--- config.mk ---
export PLATFORM = sky130hd
export DESIGN_NAME = keyword_line_and_word_matcher
export DESIGN_NICKNAME = d
export VERILOG_FILES = /design/src/rtl/core/kwm_pkg.sv /design/src/rtl/core/kwm_key_store.sv /design/src/rtl/core/kwm_matcher.sv /design/src/rtl/core/keyword_line_and_word_matcher.sv
export VERILOG_INCLUDE_DIRS = /design/src /design/src/rtl/core
export SDC_FILE = /design/constraint.sdc
export NUM_CORES = 1
export LEC_CHECK = 0
export BUFFER_PORTS_ARGS = -buffer_cell sky130_fd_sc_hd__buf_2
export CORE_ASPECT_RATIO = 2
export CORE_MARGIN = 8
export CORE_UTILIZATION = 60
export DETAILED_ROUTE_END_ITERATION = 7
export PLACE_DENSITY = 0.77
export SYNTH_ARGS = -nofsm -noshare
export SYNTH_HDL_FRONTEND = slang
export SYNTH_SLANG_ARGS = --single-unit
--- constraint.sdc ---
create_clock -name clk -period 3.8 [get_ports clk]
set_input_delay 0.95 -clock clk [delete_from_list [all_inputs] [get_ports clk]]
set_output_delay 0.95 -clock clk [all_outputs]
set_load 0.05 [all_outputs]
--- src/rtl/core/keyword_line_and_word_matcher_assert.svh ---
// ----------------------------------------------------------------------------
// Assertion macros for the keyword line and word matcher
// Concurrent checks that compile away when SYNTHESIS is defined.
// ----------------------------------------------------------------------------
`ifndef KEYWORD_LINE_AND_WORD_MATCHER_ASSERT_SVH
`define KEYWORD_LINE_AND_WORD_MATCHER_ASSERT_SVH

`ifndef SYNTHESIS

// same-cycle implication
`define KWM_ASSERT_IMPL(label, clk, rst_n, ante, cons) \
  label: assert property (@(posedge clk) disable iff (!rst_n) (ante) |-> (cons)) \
    else $error("kwm assertion failed");

// next-cycle implication
`define KWM_ASSERT_NEXT(label, clk, rst_n, ante, cons) \
  label: assert property (@(posedge clk) disable iff (!rst_n) (ante) |=> (cons)) \
    else $error("kwm assertion failed");

`else

`define KWM_ASSERT_IMPL(label, clk, rst_n, ante, cons)
`define KWM_ASSERT_NEXT(label, clk, rst_n, ante, cons)

`endif

`endif

--- src/rtl/core/kwm_pkg.sv ---
// ----------------------------------------------------------------------------
// kwm_pkg
// Shared constants, codes and types of the keyword line and word matcher.
// ----------------------------------------------------------------------------
`timescale 1ns / 1ps
`default_nettype none

package kwm_pkg;

  localparam int KEY_MAX_DEF = 32;

  localparam int CMD_W    = 2;
  localparam int KIDX_W   = 5;
  localparam int BYTE_W   = 8;
  localparam int CNT_W    = 8;
  localparam int KLEN_W   = 6;
  localparam int CFG_IDX_W = 2;
  localparam int CFG_DATA_W = 6;

  // request commands
  localparam logic [CMD_W-1:0] CMD_KEY  = 2'd0;
  localparam logic [CMD_W-1:0] CMD_TEXT = 2'd1;
  localparam logic [CMD_W-1:0] CMD_EOL  = 2'd2;

  // configuration register indexes
  localparam logic [CFG_IDX_W-1:0] CFG_MODE   = 2'd0;
  localparam logic [CFG_IDX_W-1:0] CFG_KEYLEN = 2'd1;

  localparam logic MODE_LINE = 1'b0;
  localparam logic MODE_WORD = 1'b1;

  localparam logic KIND_LINE = 1'b0;
  localparam logic KIND_WORD = 1'b1;

  localparam logic [BYTE_W-1:0] CH_SPACE   = 8'h20;
  localparam logic [BYTE_W-1:0] CH_NEWLINE = 8'h0A;

  localparam logic [1:0] SKIP_SAT = 2'd2;
  localparam logic [CNT_W-1:0] CNT_SAT = 8'hFF;

  typedef struct packed {
    logic             valid;
    logic             matched;
    logic             kind;
    logic [CNT_W-1:0] length;
  } res_t;

endpackage

`default_nettype wire

--- src/rtl/core/kwm_key_store.sv ---
// ----------------------------------------------------------------------------
// kwm_key_store
// Key byte registers with a parallel compare of every position to one byte.
// ----------------------------------------------------------------------------
`timescale 1ns / 1ps
`default_nettype none

module kwm_key_store
  import kwm_pkg::*;
#(
  parameter int KEY_MAX = KEY_MAX_DEF,
  localparam int IDX_W = $clog2(KEY_MAX)
) (
  input  wire logic              clk,
  input  wire logic              wr_en,
  input  wire logic [IDX_W-1:0]  wr_addr,
  input  wire logic [BYTE_W-1:0] wr_data,
  input  wire logic [BYTE_W-1:0] cmp_byte,
  output      logic [KEY_MAX-1:0] eq
);

  logic [BYTE_W-1:0] key_r [KEY_MAX];

  always_ff @(posedge clk) begin
    if (wr_en) begin
      key_r[wr_addr] <= wr_data;
    end
  end

  always_comb begin
    for (int i = 0; i < KEY_MAX; i++) begin
      eq[i] = (key_r[i] == cmp_byte);
    end
  end

endmodule

`default_nettype wire

--- src/rtl/core/kwm_matcher.sv ---
// ----------------------------------------------------------------------------
// kwm_matcher
// Line and word progress registers and the result of each finished unit.
// ----------------------------------------------------------------------------
`timescale 1ns / 1ps
`default_nettype none

module kwm_matcher
  import kwm_pkg::*;
#(
  parameter int KEY_MAX = KEY_MAX_DEF,
  localparam int IDX_W = $clog2(KEY_MAX),
  localparam int LEN_W = $clog2(KEY_MAX + 1)
) (
  input  wire logic               clk,
  input  wire logic               rst_n,
  input  wire logic               step,
  input  wire logic               clear,
  input  wire logic [CMD_W-1:0]   cmd,
  input  wire logic [BYTE_W-1:0]  data_byte,
  input  wire logic [KEY_MAX-1:0] eq,
  input  wire logic               mode,
  input  wire logic [LEN_W-1:0]   eff_len,
  input  wire logic [KEY_MAX-1:0] len_mask,
  input  wire logic [KEY_MAX-1:0] len_top,
  output      res_t               res
);

  logic [KEY_MAX-1:0] pmv_r,   pmv_nxt;
  logic               found_r, found_nxt;
  logic [LEN_W-1:0]   wpos_r,  wpos_nxt;
  logic [1:0]         skip_r,  skip_nxt;
  logic [CNT_W-1:0]   cnt_r,   cnt_nxt;

  logic [CNT_W-1:0] cnt_inc;
  logic             is_sep;

  assign cnt_inc = (cnt_r == CNT_SAT) ? cnt_r : cnt_r + CNT_W'(1);
  assign is_sep  = (data_byte == CH_SPACE) || (data_byte == CH_NEWLINE);

  always_comb begin
    pmv_nxt   = pmv_r;
    found_nxt = found_r;
    wpos_nxt  = wpos_r;
    skip_nxt  = skip_r;
    cnt_nxt   = cnt_r;
    res       = '0;
    if (step) begin
      unique case (cmd)
        CMD_TEXT: begin
          if (mode == MODE_LINE) begin
            pmv_nxt = {pmv_r[KEY_MAX-2:0], 1'b1} & eq & len_mask;
            if (|(pmv_nxt & len_top)) begin
              found_nxt = 1'b1;
            end
            cnt_nxt = cnt_inc;
          end else if (is_sep) begin
            if (cnt_r != '0) begin
              res.valid   = 1'b1;
              res.matched = (wpos_r == eff_len) && (skip_r < SKIP_SAT);
              res.kind    = KIND_WORD;
              res.length  = cnt_r;
              wpos_nxt    = '0;
              skip_nxt    = '0;
              cnt_nxt     = '0;
            end
          end else begin
            // greedy: take the next key byte if it fits, else spend a skip
            if ((wpos_r < eff_len) && eq[wpos_r[IDX_W-1:0]]) begin
              wpos_nxt = wpos_r + LEN_W'(1);
            end else if (skip_r != SKIP_SAT) begin
              skip_nxt = skip_r + 2'd1;
            end
            cnt_nxt = cnt_inc;
          end
        end
        CMD_EOL: begin
          if (mode == MODE_LINE) begin
            res.valid   = 1'b1;
            res.matched = found_r;
            res.kind    = KIND_LINE;
            res.length  = cnt_r;
            pmv_nxt     = '0;
            found_nxt   = 1'b0;
            wpos_nxt    = '0;
            skip_nxt    = '0;
            cnt_nxt     = '0;
          end else if (cnt_r != '0) begin
            res.valid   = 1'b1;
            res.matched = (wpos_r == eff_len) && (skip_r < SKIP_SAT);
            res.kind    = KIND_WORD;
            res.length  = cnt_r;
            wpos_nxt    = '0;
            skip_nxt    = '0;
            cnt_nxt     = '0;
          end
        end
        default: begin
        end
      endcase
    end
  end

  always_ff @(posedge clk) begin
    if (!rst_n || clear) begin
      pmv_r   <= '0;
      found_r <= 1'b0;
      wpos_r  <= '0;
      skip_r  <= '0;
      cnt_r   <= '0;
    end else begin
      pmv_r   <= pmv_nxt;
      found_r <= found_nxt;
      wpos_r  <= wpos_nxt;
      skip_r  <= skip_nxt;
      cnt_r   <= cnt_nxt;
    end
  end

endmodule

`default_nettype wire

--- src/rtl/core/keyword_line_and_word_matcher.sv ---
// ----------------------------------------------------------------------------
// keyword_line_and_word_matcher
// Key search over a text byte stream, per line or per word.
// ----------------------------------------------------------------------------
// One request is taken every cycle while the result register is free or being
// taken; a request goes from the input register through one pass of compare
// and progress update into the result register, and it is held in the input
// register only while the result register waits.
// The rate is set by the update of the progress registers, which every text
// byte reads and writes. Key bytes are written by key requests and are
// undefined until written; writes to the mode or key length register clear
// all line and word progress.
`timescale 1ns / 1ps
`default_nettype none
`include "keyword_line_and_word_matcher_assert.svh"

module keyword_line_and_word_matcher
  import kwm_pkg::*;
#(
  parameter int KEY_MAX = KEY_MAX_DEF
) (
  input  wire logic                  clk,
  input  wire logic                  rst_n,
  input  wire logic                  in_valid,
  output      logic                  in_ready,
  input  wire logic [CMD_W-1:0]      in_command,
  input  wire logic [KIDX_W-1:0]     in_key_index,
  input  wire logic [BYTE_W-1:0]     in_data_byte,
  output      logic                  out_valid,
  input  wire logic                  out_ready,
  output      logic                  out_matched,
  output      logic                  out_unit_kind,
  output      logic [CNT_W-1:0]      out_unit_length,
  input  wire logic                  cfg_we,
  input  wire logic [CFG_IDX_W-1:0]  cfg_index,
  input  wire logic [CFG_DATA_W-1:0] cfg_data
);

  localparam int IDX_W = $clog2(KEY_MAX);
  localparam int LEN_W = $clog2(KEY_MAX + 1);

  // input register
  logic              s1_valid_r;
  logic [CMD_W-1:0]  s1_cmd_r;
  logic [KIDX_W-1:0] s1_idx_r;
  logic [BYTE_W-1:0] s1_byte_r;

  // configuration
  logic               mode_r;
  logic [LEN_W-1:0]   eff_len_r;
  logic [KEY_MAX-1:0] len_mask_r;
  logic [KEY_MAX-1:0] len_top_r;
  logic [LEN_W-1:0]   eff_len_nxt;
  logic               cfg_clear;

  // result register
  logic             out_valid_r;
  logic             out_matched_r;
  logic             out_kind_r;
  logic [CNT_W-1:0] out_len_r;

  logic               step;
  logic               key_wr;
  logic [IDX_W-1:0]   key_addr;
  logic [KEY_MAX-1:0] eq;
  res_t               res;

  assign step     = s1_valid_r && (!out_valid_r || out_ready);
  assign in_ready = !s1_valid_r || step;

  always_ff @(posedge clk) begin
    if (!rst_n) begin
      s1_valid_r <= 1'b0;
    end else if (in_valid && in_ready) begin
      s1_valid_r <= 1'b1;
    end else if (step) begin
      s1_valid_r <= 1'b0;
    end
  end

  always_ff @(posedge clk) begin
    if (in_valid && in_ready) begin
      s1_cmd_r  <= in_command;
      s1_idx_r  <= in_key_index;
      s1_byte_r <= in_data_byte;
    end
  end

  // key length clamped to 1..KEY_MAX
  always_comb begin
    if (cfg_data == '0) begin
      eff_len_nxt = LEN_W'(1);
    end else if (32'(cfg_data) > 32'(KEY_MAX)) begin
      eff_len_nxt = LEN_W'(KEY_MAX);
    end else begin
      eff_len_nxt = LEN_W'(cfg_data);
    end
  end

  assign cfg_clear = cfg_we && ((cfg_index == CFG_MODE) || (cfg_index == CFG_KEYLEN));

  always_ff @(posedge clk) begin
    if (!rst_n) begin
      mode_r     <= MODE_LINE;
      eff_len_r  <= LEN_W'(1);
      len_mask_r <= KEY_MAX'(1);
      len_top_r  <= KEY_MAX'(1);
    end else if (cfg_we) begin
      if (cfg_index == CFG_MODE) begin
        mode_r <= cfg_data[0];
      end else if (cfg_index == CFG_KEYLEN) begin
        eff_len_r <= eff_len_nxt;
        for (int i = 0; i < KEY_MAX; i++) begin
          len_mask_r[i] <= (32'(i) < 32'(eff_len_nxt));
          len_top_r[i]  <= (32'(i) + 32'd1 == 32'(eff_len_nxt));
        end
      end
    end
  end

  assign key_wr   = step && (s1_cmd_r == CMD_KEY) && (32'(s1_idx_r) < 32'(KEY_MAX));
  assign key_addr = IDX_W'(s1_idx_r);

  kwm_key_store #(
    .KEY_MAX (KEY_MAX)
  ) u_key_store (
    .clk      (clk),
    .wr_en    (key_wr),
    .wr_addr  (key_addr),
    .wr_data  (s1_byte_r),
    .cmp_byte (s1_byte_r),
    .eq       (eq)
  );

  kwm_matcher #(
    .KEY_MAX (KEY_MAX)
  ) u_matcher (
    .clk       (clk),
    .rst_n     (rst_n),
    .step      (step),
    .clear     (cfg_clear),
    .cmd       (s1_cmd_r),
    .data_byte (s1_byte_r),
    .eq        (eq),
    .mode      (mode_r),
    .eff_len   (eff_len_r),
    .len_mask  (len_mask_r),
    .len_top   (len_top_r),
    .res       (res)
  );

  always_ff @(posedge clk) begin
    if (!rst_n) begin
      out_valid_r <= 1'b0;
    end else if (step) begin
      out_valid_r <= res.valid;
    end else if (out_ready) begin
      out_valid_r <= 1'b0;
    end
  end

  always_ff @(posedge clk) begin
    if (step && res.valid) begin
      out_matched_r <= res.matched;
      out_kind_r    <= res.kind;
      out_len_r     <= res.length;
    end
  end

  assign out_valid       = out_valid_r;
  assign out_matched     = out_matched_r;
  assign out_unit_kind   = out_kind_r;
  assign out_unit_length = out_len_r;

  `KWM_ASSERT_IMPL(a_ready_when_out_free, clk, rst_n, !out_valid_r, in_ready)
  `KWM_ASSERT_NEXT(a_line_end_gives_result, clk, rst_n, step && (s1_cmd_r == CMD_EOL) && (mode_r == MODE_LINE), out_valid_r && (out_kind_r == KIND_LINE))
  `KWM_ASSERT_IMPL(a_word_not_empty, clk, rst_n, out_valid_r && (out_kind_r == KIND_WORD), out_len_r != '0)
  `KWM_ASSERT_NEXT(a_key_write_no_result, clk, rst_n, step && (s1_cmd_r == CMD_KEY), !out_valid_r)

endmodule

`default_nettype wire

Yosys cells after proc, flatten, opt, wreduce, memory -nomap -nowiden --
Memories as Yosys holds them, arrays and structs flattened. Index checks and enable logic that the tools add are counted.
Word-level totals: register bits after elaboration 146, memory bits (writable) 256, input port bits 28, logic and storage cells 212, memories 1
Memory list:
- u_key_store.key_r | depth 32, width 8, rd ports 32, clocked after memory_dff 0, write ports 1, line kwm_key_store.sv:22 | logic [BYTE_W-1:0] key_r [KEY_MAX];
Cells by class: $add $sub $neg 3, order comparisons 36, equal/unequal tests 79, mux-type cells 42, bitwise gates (word level) 4, reduce and logical (&&, ||, !) cells 30
Operators by type and width (number):
- 8-bit == test | 32
- 32-bit AND | 3
- 5-bit by 6-bit == test with 1-bit output, first input constant | 16
- 5-bit by 6-bit < comparator with 1-bit output, first input constant | 16
- 31-bit two-way mux | 2
- 31-bit one-hot mux with 2 select lines | 1
- 11-bit two-way mux | 5
- 4-bit by 6-bit == test with 1-bit output, first input constant | 8
- 4-bit by 6-bit < comparator with 1-bit output, first input constant | 8
- 6-bit two-way mux | 7
- 8-bit two-way mux | 5
- 32-bit OR reduction | 1
- 3-bit by 6-bit == test with 1-bit output, first input constant | 4
- 3-bit by 6-bit < comparator with 1-bit output, first input constant | 4
- 11-bit one-hot mux with 2 select lines | 1
- 8-bit one-hot mux with 2 select lines | 1
- 2-bit by 6-bit == test with 1-bit output, first input constant | 2
- 1-bit by 6-bit < comparator with 1-bit output, first input constant | 2
- 2-bit by 6-bit < comparator with 1-bit output, first input constant | 2
- 2-bit two-way mux | 6
- 6-bit one-hot mux with 2 select lines | 1
- 1-bit two-way mux | 10
- 5-bit AND reduction | 2
- 8-bit by 1-bit adder with 8-bit output, second input constant | 1
- 32 further kinds | 54

Depth between registers and ports, before layout --
An unclocked memory read counts as a cell.
depth after elaboration 9, mapped depth 12

Cells and area by module --
A second synthesis with hierarchy kept.
Unflattened totals: cell total of the unflattened synthesis 1486, area, all modules 17753.3 um^2
By module, submodules not included:
- kwm_key_store | instances 1, cells each 687, area each 10881.7 um^2, sequential area each 7687.4 um^2
- keyword_line_and_word_matcher | instances 1, cells each 386, area each 3723.6 um^2, sequential area each 2192.1 um^2
- kwm_matcher | instances 1, cells each 413, area each 3148.0 um^2, sequential area each 960.9 um^2

Worst setup path before layout --
No wires, ideal clock.
path kind register -> register, start point register s1_byte_r[6], end point register u_matcher.wpos_r[5], library setup time 122 ps, arrival time 3034 ps, slack 644 ps, stages on the path, launching flop included 13, clock period less this slack 3156 ps, cells stage by stage edfxtp_1 buf_4 buf_6 buf_4 xnor2_1 nand4_1 nor2_1 o22ai_1 or4_4 a311oi_2 a31o_4 a21oi_2 a221o_1
Between the ends: cells in the longest elaborated chain, start to end 6
RTL lines:
- start, declared | line keyword_line_and_word_matcher.sv:46 | logic [BYTE_W-1:0] s1_byte_r;
- start signal, assigned | line keyword_line_and_word_matcher.sv:85 | s1_byte_r <= in_data_byte;
- 8-bit == test | line kwm_key_store.sv:32 | eq[i] = (key_r[i] == cmp_byte);
- 1-bit binary-select mux with 5-bit select | line kwm_matcher.sv:69 | if ((wpos_r < eff_len) && eq[wpos_r[IDX_W-1:0]]) begin
- 1-bit two-way mux (not written as such) | line kwm_matcher.sv:69
- 1-bit logical AND | line kwm_matcher.sv:69
- 3-bit by 1-bit inequality test with 1-bit output (no line)
- 4-bit AND reduction (no line)
- end signal, assigned | line kwm_matcher.sv:114 | wpos_r <= wpos_nxt;
- end, declared | line kwm_matcher.sv:31 | logic [LEN_W-1:0] wpos_r, wpos_nxt;
Parallel ways exist; a longest one is shown, timed or not. The select of a mux whose other input is x is not followed. A chain may end at the register's enable or synchronous reset.

Worst setup path after layout --
start point register s1_byte_r[7], end point register u_matcher.wpos_r[5]
The elaborated chain is that of the path after synthesis.

==> summary.md <==
| Metric | Value |
|---|---|
| Status | `completed` |
| Fin Setup TNS | `0 ns` |
| Largest net degree at the start of global routing | `73` |
| Layout area overhead | `10.2%` |
| Global-route wire length before repair | `65200 µm` |
| Clk slew on worst S/H paths | `0.07 ns` |
| Layout cells sized above 1 | `10.1%` |
| Top-area cell type share of the netlist area | `47.5%` |
| Static Leak | `0.00629 µW` |
| Yosys reg bits | `401` |
| Clk_lat worst skew | `0.54 ns` |
| Register area share after synthesis | `61.1%` |
| Critical Path AT | `4.06 ns` |
| Fmax | `0.275 GHz` |
| RSZ-0062 raised after global routing | `no` |
| Slew headroom | `42.4%` |
| Async set-reset flop share out of synthesis | `0%` |
| Post-Synth Adder-Cell Area | `0.916%` |
| Post-synth top area cell | `edfxtp_1` |
| CTS tree | `built` |
| # resized after CTS | `0` |
| Final Hold Fails | `0` |
| Antenna-violating nets left | `0` |
| Final core utilization | `66.8%` |
| Max clock buf depth | `3` |
| Row count | `89` |
| Mux cell area share after synthesis | `0.240%` |
| TritonCTS buffer count | `35` |
| Largest family of logic cells by synthesized area | `simple AND/OR/NAND/NOR gates` |
| FF-to-FF End | `u_matcher.wpos_r[5]` |
| N_diodes | `0` |
| Iter 0 DRT Violations | `1017` |
| Hold buffers post-CTS | `0` |
| Hold Path Cell Cnt | `2` |
| Clk_skew | `0.0133 ns` |
| Post-CTS Setup Bufs | `0` |
| Number of remaining DRC errors | `0` |
| # H-tree levels | `2` |
| Die footprint | `35700 µm²` |
| Root Driver | `clkbuf_16` |
| Setup-failing EPs final | `0` |
| Worst Setup Path Type | `flip-flop to flip-flop` |
| Post-synthesis cell count | `1478` |
| Synth Area in Compound Gates | `7.90%` |
| Data required time at the worst endpoint | `4.22 ns` |
| # IOs | `40` |
| Nets@finish | `1554` |
| Cell Area, Synth | `17800 µm²` |
| Synth area leaders | `edfxtp_1 48%, dfxtp_1 14%, xnor2_1 9.1%` |
| Post-route clock period utilization | `95.8%` |
| CP Launch Point | `s1_byte_r[7]` |
| Via count | `11800` |
| Worst Min Path Start | `u_matcher.pmv_r[22]` |
| R2R depth | `10` |
| Port Buf Inserts | `39` |
| Vias in the first global route | `11800` |
| Core footprint | `29300 µm²` |
| GRT Overall Usage | `23.7%` |
| Hold EP | `u_matcher.pmv_r[22]` |
| WL/cell | `22.1 µm` |
| CP max stage cell | `edfxtp_1` |
| Crit. End Element | `flip-flop` |
| CP max FO | `12` |
| Dpl hpwl | `27700 µm` |
| Xor and xnor area share after synthesis | `12.7%` |
| Simple-gate share of the synthesized area | `13.8%` |
| Clock Sinks | `401` |
| Ys flop type | `edfxtp_1` |
| Worst Max-Slew Pin Slew | `0.860 ns` |
| Most frequent cell after synthesis | `edfxtp_1` |
| R2R setup slack | `0.16 ns` |
| DIE HEIGHT | `259 µm` |
| PD cells | `465 nW/µm²` |
| Max VDD drop | `0.457 mV` |
| Initial core utilization | `60.6%` |
| R2r startpoint | `s1_byte_r[7]` |
| GPL Wtd Cong | `0.898` |
| HP Class | `flip-flop to flip-flop` |
| Net Count, Synth | `1519` |
| Die X | `138 µm` |
| Number of synthesized flops with an enable pin | `281` |
| Most instantiated cells after synthesis | `281 x edfxtp_1, 185 x xnor2_1, 120 x dfxtp_1` |
| Synth unique cells | `69` |
| Overflow after GRT | `0` |
| Syn Area/Cell | `12.0 µm²` |
| Startpoint types | `flip-flop` |
| Crit path cell chain | `buf_4, xnor2_1, nand4_1, nor3_1, and3b_1, or4_4, a311oi_2, a31o_4, a21oi_2, a221o_1` |
| Crit path time final | `3.64 ns` |
| Initial antenna violation count | `0` |
| Vias per cell | `6.19` |
| Max-cap violations | `0` |
| Yosys warns | `0` |
| Slew Limit Fails | `0` |
| DRT Pass-1 Iters | `5` |
| Total power | `9090 µW` |
| Total wire length | `42000 µm` |
| CP max stage delay | `0.72 ns` |
[power breakdown]
group	switching (µW)	internal, µW	total (µW)
Clock	1560	2290	3850
Combinational	329	179	508
Sequential	33.0	4700	4730
[logic make-up after synthesis]
| group | after synthesis |
|---|---|
| buf+inv | 117 |
| mux | 3 |
| flops | 401 |
| compound gates | 210 |
| xor+xnor | 257 |
| simple gates | 477 |
| fa+ha+maj | 13 |
[cell usage in the layout, fill, tap and decap left out, types with 38 or more instances in the layout]
master / Yosys / routed
nand4_1: 66 / 66
buf_2: 9 / 39
a21oi_1: 62 / 62
clkbuf_16: 0 / 38
nand2_1: 99 / 99
xnor2_1: 185 / 185
xor2_1: 72 / 72
buf_4: 7 / 42
dfxtp_1: 120 / 120
edfxtp_1: 281 / 281
nor2_1: 114 / 113
[flip-flops by register name, indices dropped and copies added (netlist names), 2 cells and up]
register and count:
len_top_r 32, key_addr 5, eff_len_r 6, s1_byte_r 8, u_matcher.wpos_r 6, out_unit_length 8, u_matcher.skip_r 2, u_matcher.cnt_r 8
s1_cmd_r 2, u_key_store.key_r 256, u_matcher.pmv_r 31, len_mask_r 31
[metal layers]
| metal | track usage [%] | part of all wire, % | vias up |
|---|---|---|---|
| met1 | 29.4 | 39 | 5731 |
| met2 | 38.8 | 50 | 530 |
| met5 | 0 | 0 | - |
| li1 | - | - | 5368 |
| met4 | 13.7 | 5.7 | 0 |
| met3 | 3.18 | 5.9 | 137 |
[worst max-delay path by stage]
stage | end | cells after the start
finish | u_matcher.wpos_r[5] | 10
global route | u_matcher.wpos_r[5] | 10
CTS | u_matcher.wpos_r[5] | 10
detailed placement | u_matcher.wpos_r[5] | 10
global placement | u_matcher.wpos_r[5] | 10
floorplan | u_matcher.wpos_r[5] | 12
[critical path: cells and delay by family, from the launching register on]
| family | cells | cell delay [ns] |
|---|---|---|
| simple gates | 4 | 1.20 |
| compound gates | 4 | 1.12 |
| flops | 1 | 0.72 |
| buf+inv | 1 | 0.34 |
| xor+xnor | 1 | 0.15 |
[metrics by stage]
stage	setup slack, ns	instance area [µm²]	hold slack [ns]	std cells
3_3_place_gp	0.348	18300	0.434	1840
2_1_floorplan	0.644	17800	0.418	1478
6_report	0.160	19600	0.454	1901
3_5_place_dp	0.294	18300	0.449	1840
4_1_cts	0.247	19600	0.456	1901
5_1_grt	0.0842	19600	0.481	1901
[area by class of cell]
type	instances	area (µm²)
Timing Repair Buffer	87	631
Tap cell	364	455
Clock inverter	17	256
Inverter	28	105
Multi-Input combinational cell	960	6300
Fill cell	2066	9720
Sequential cell	401	10800
Clock buffer	44	973
Power figures use the tool's default switching activity.
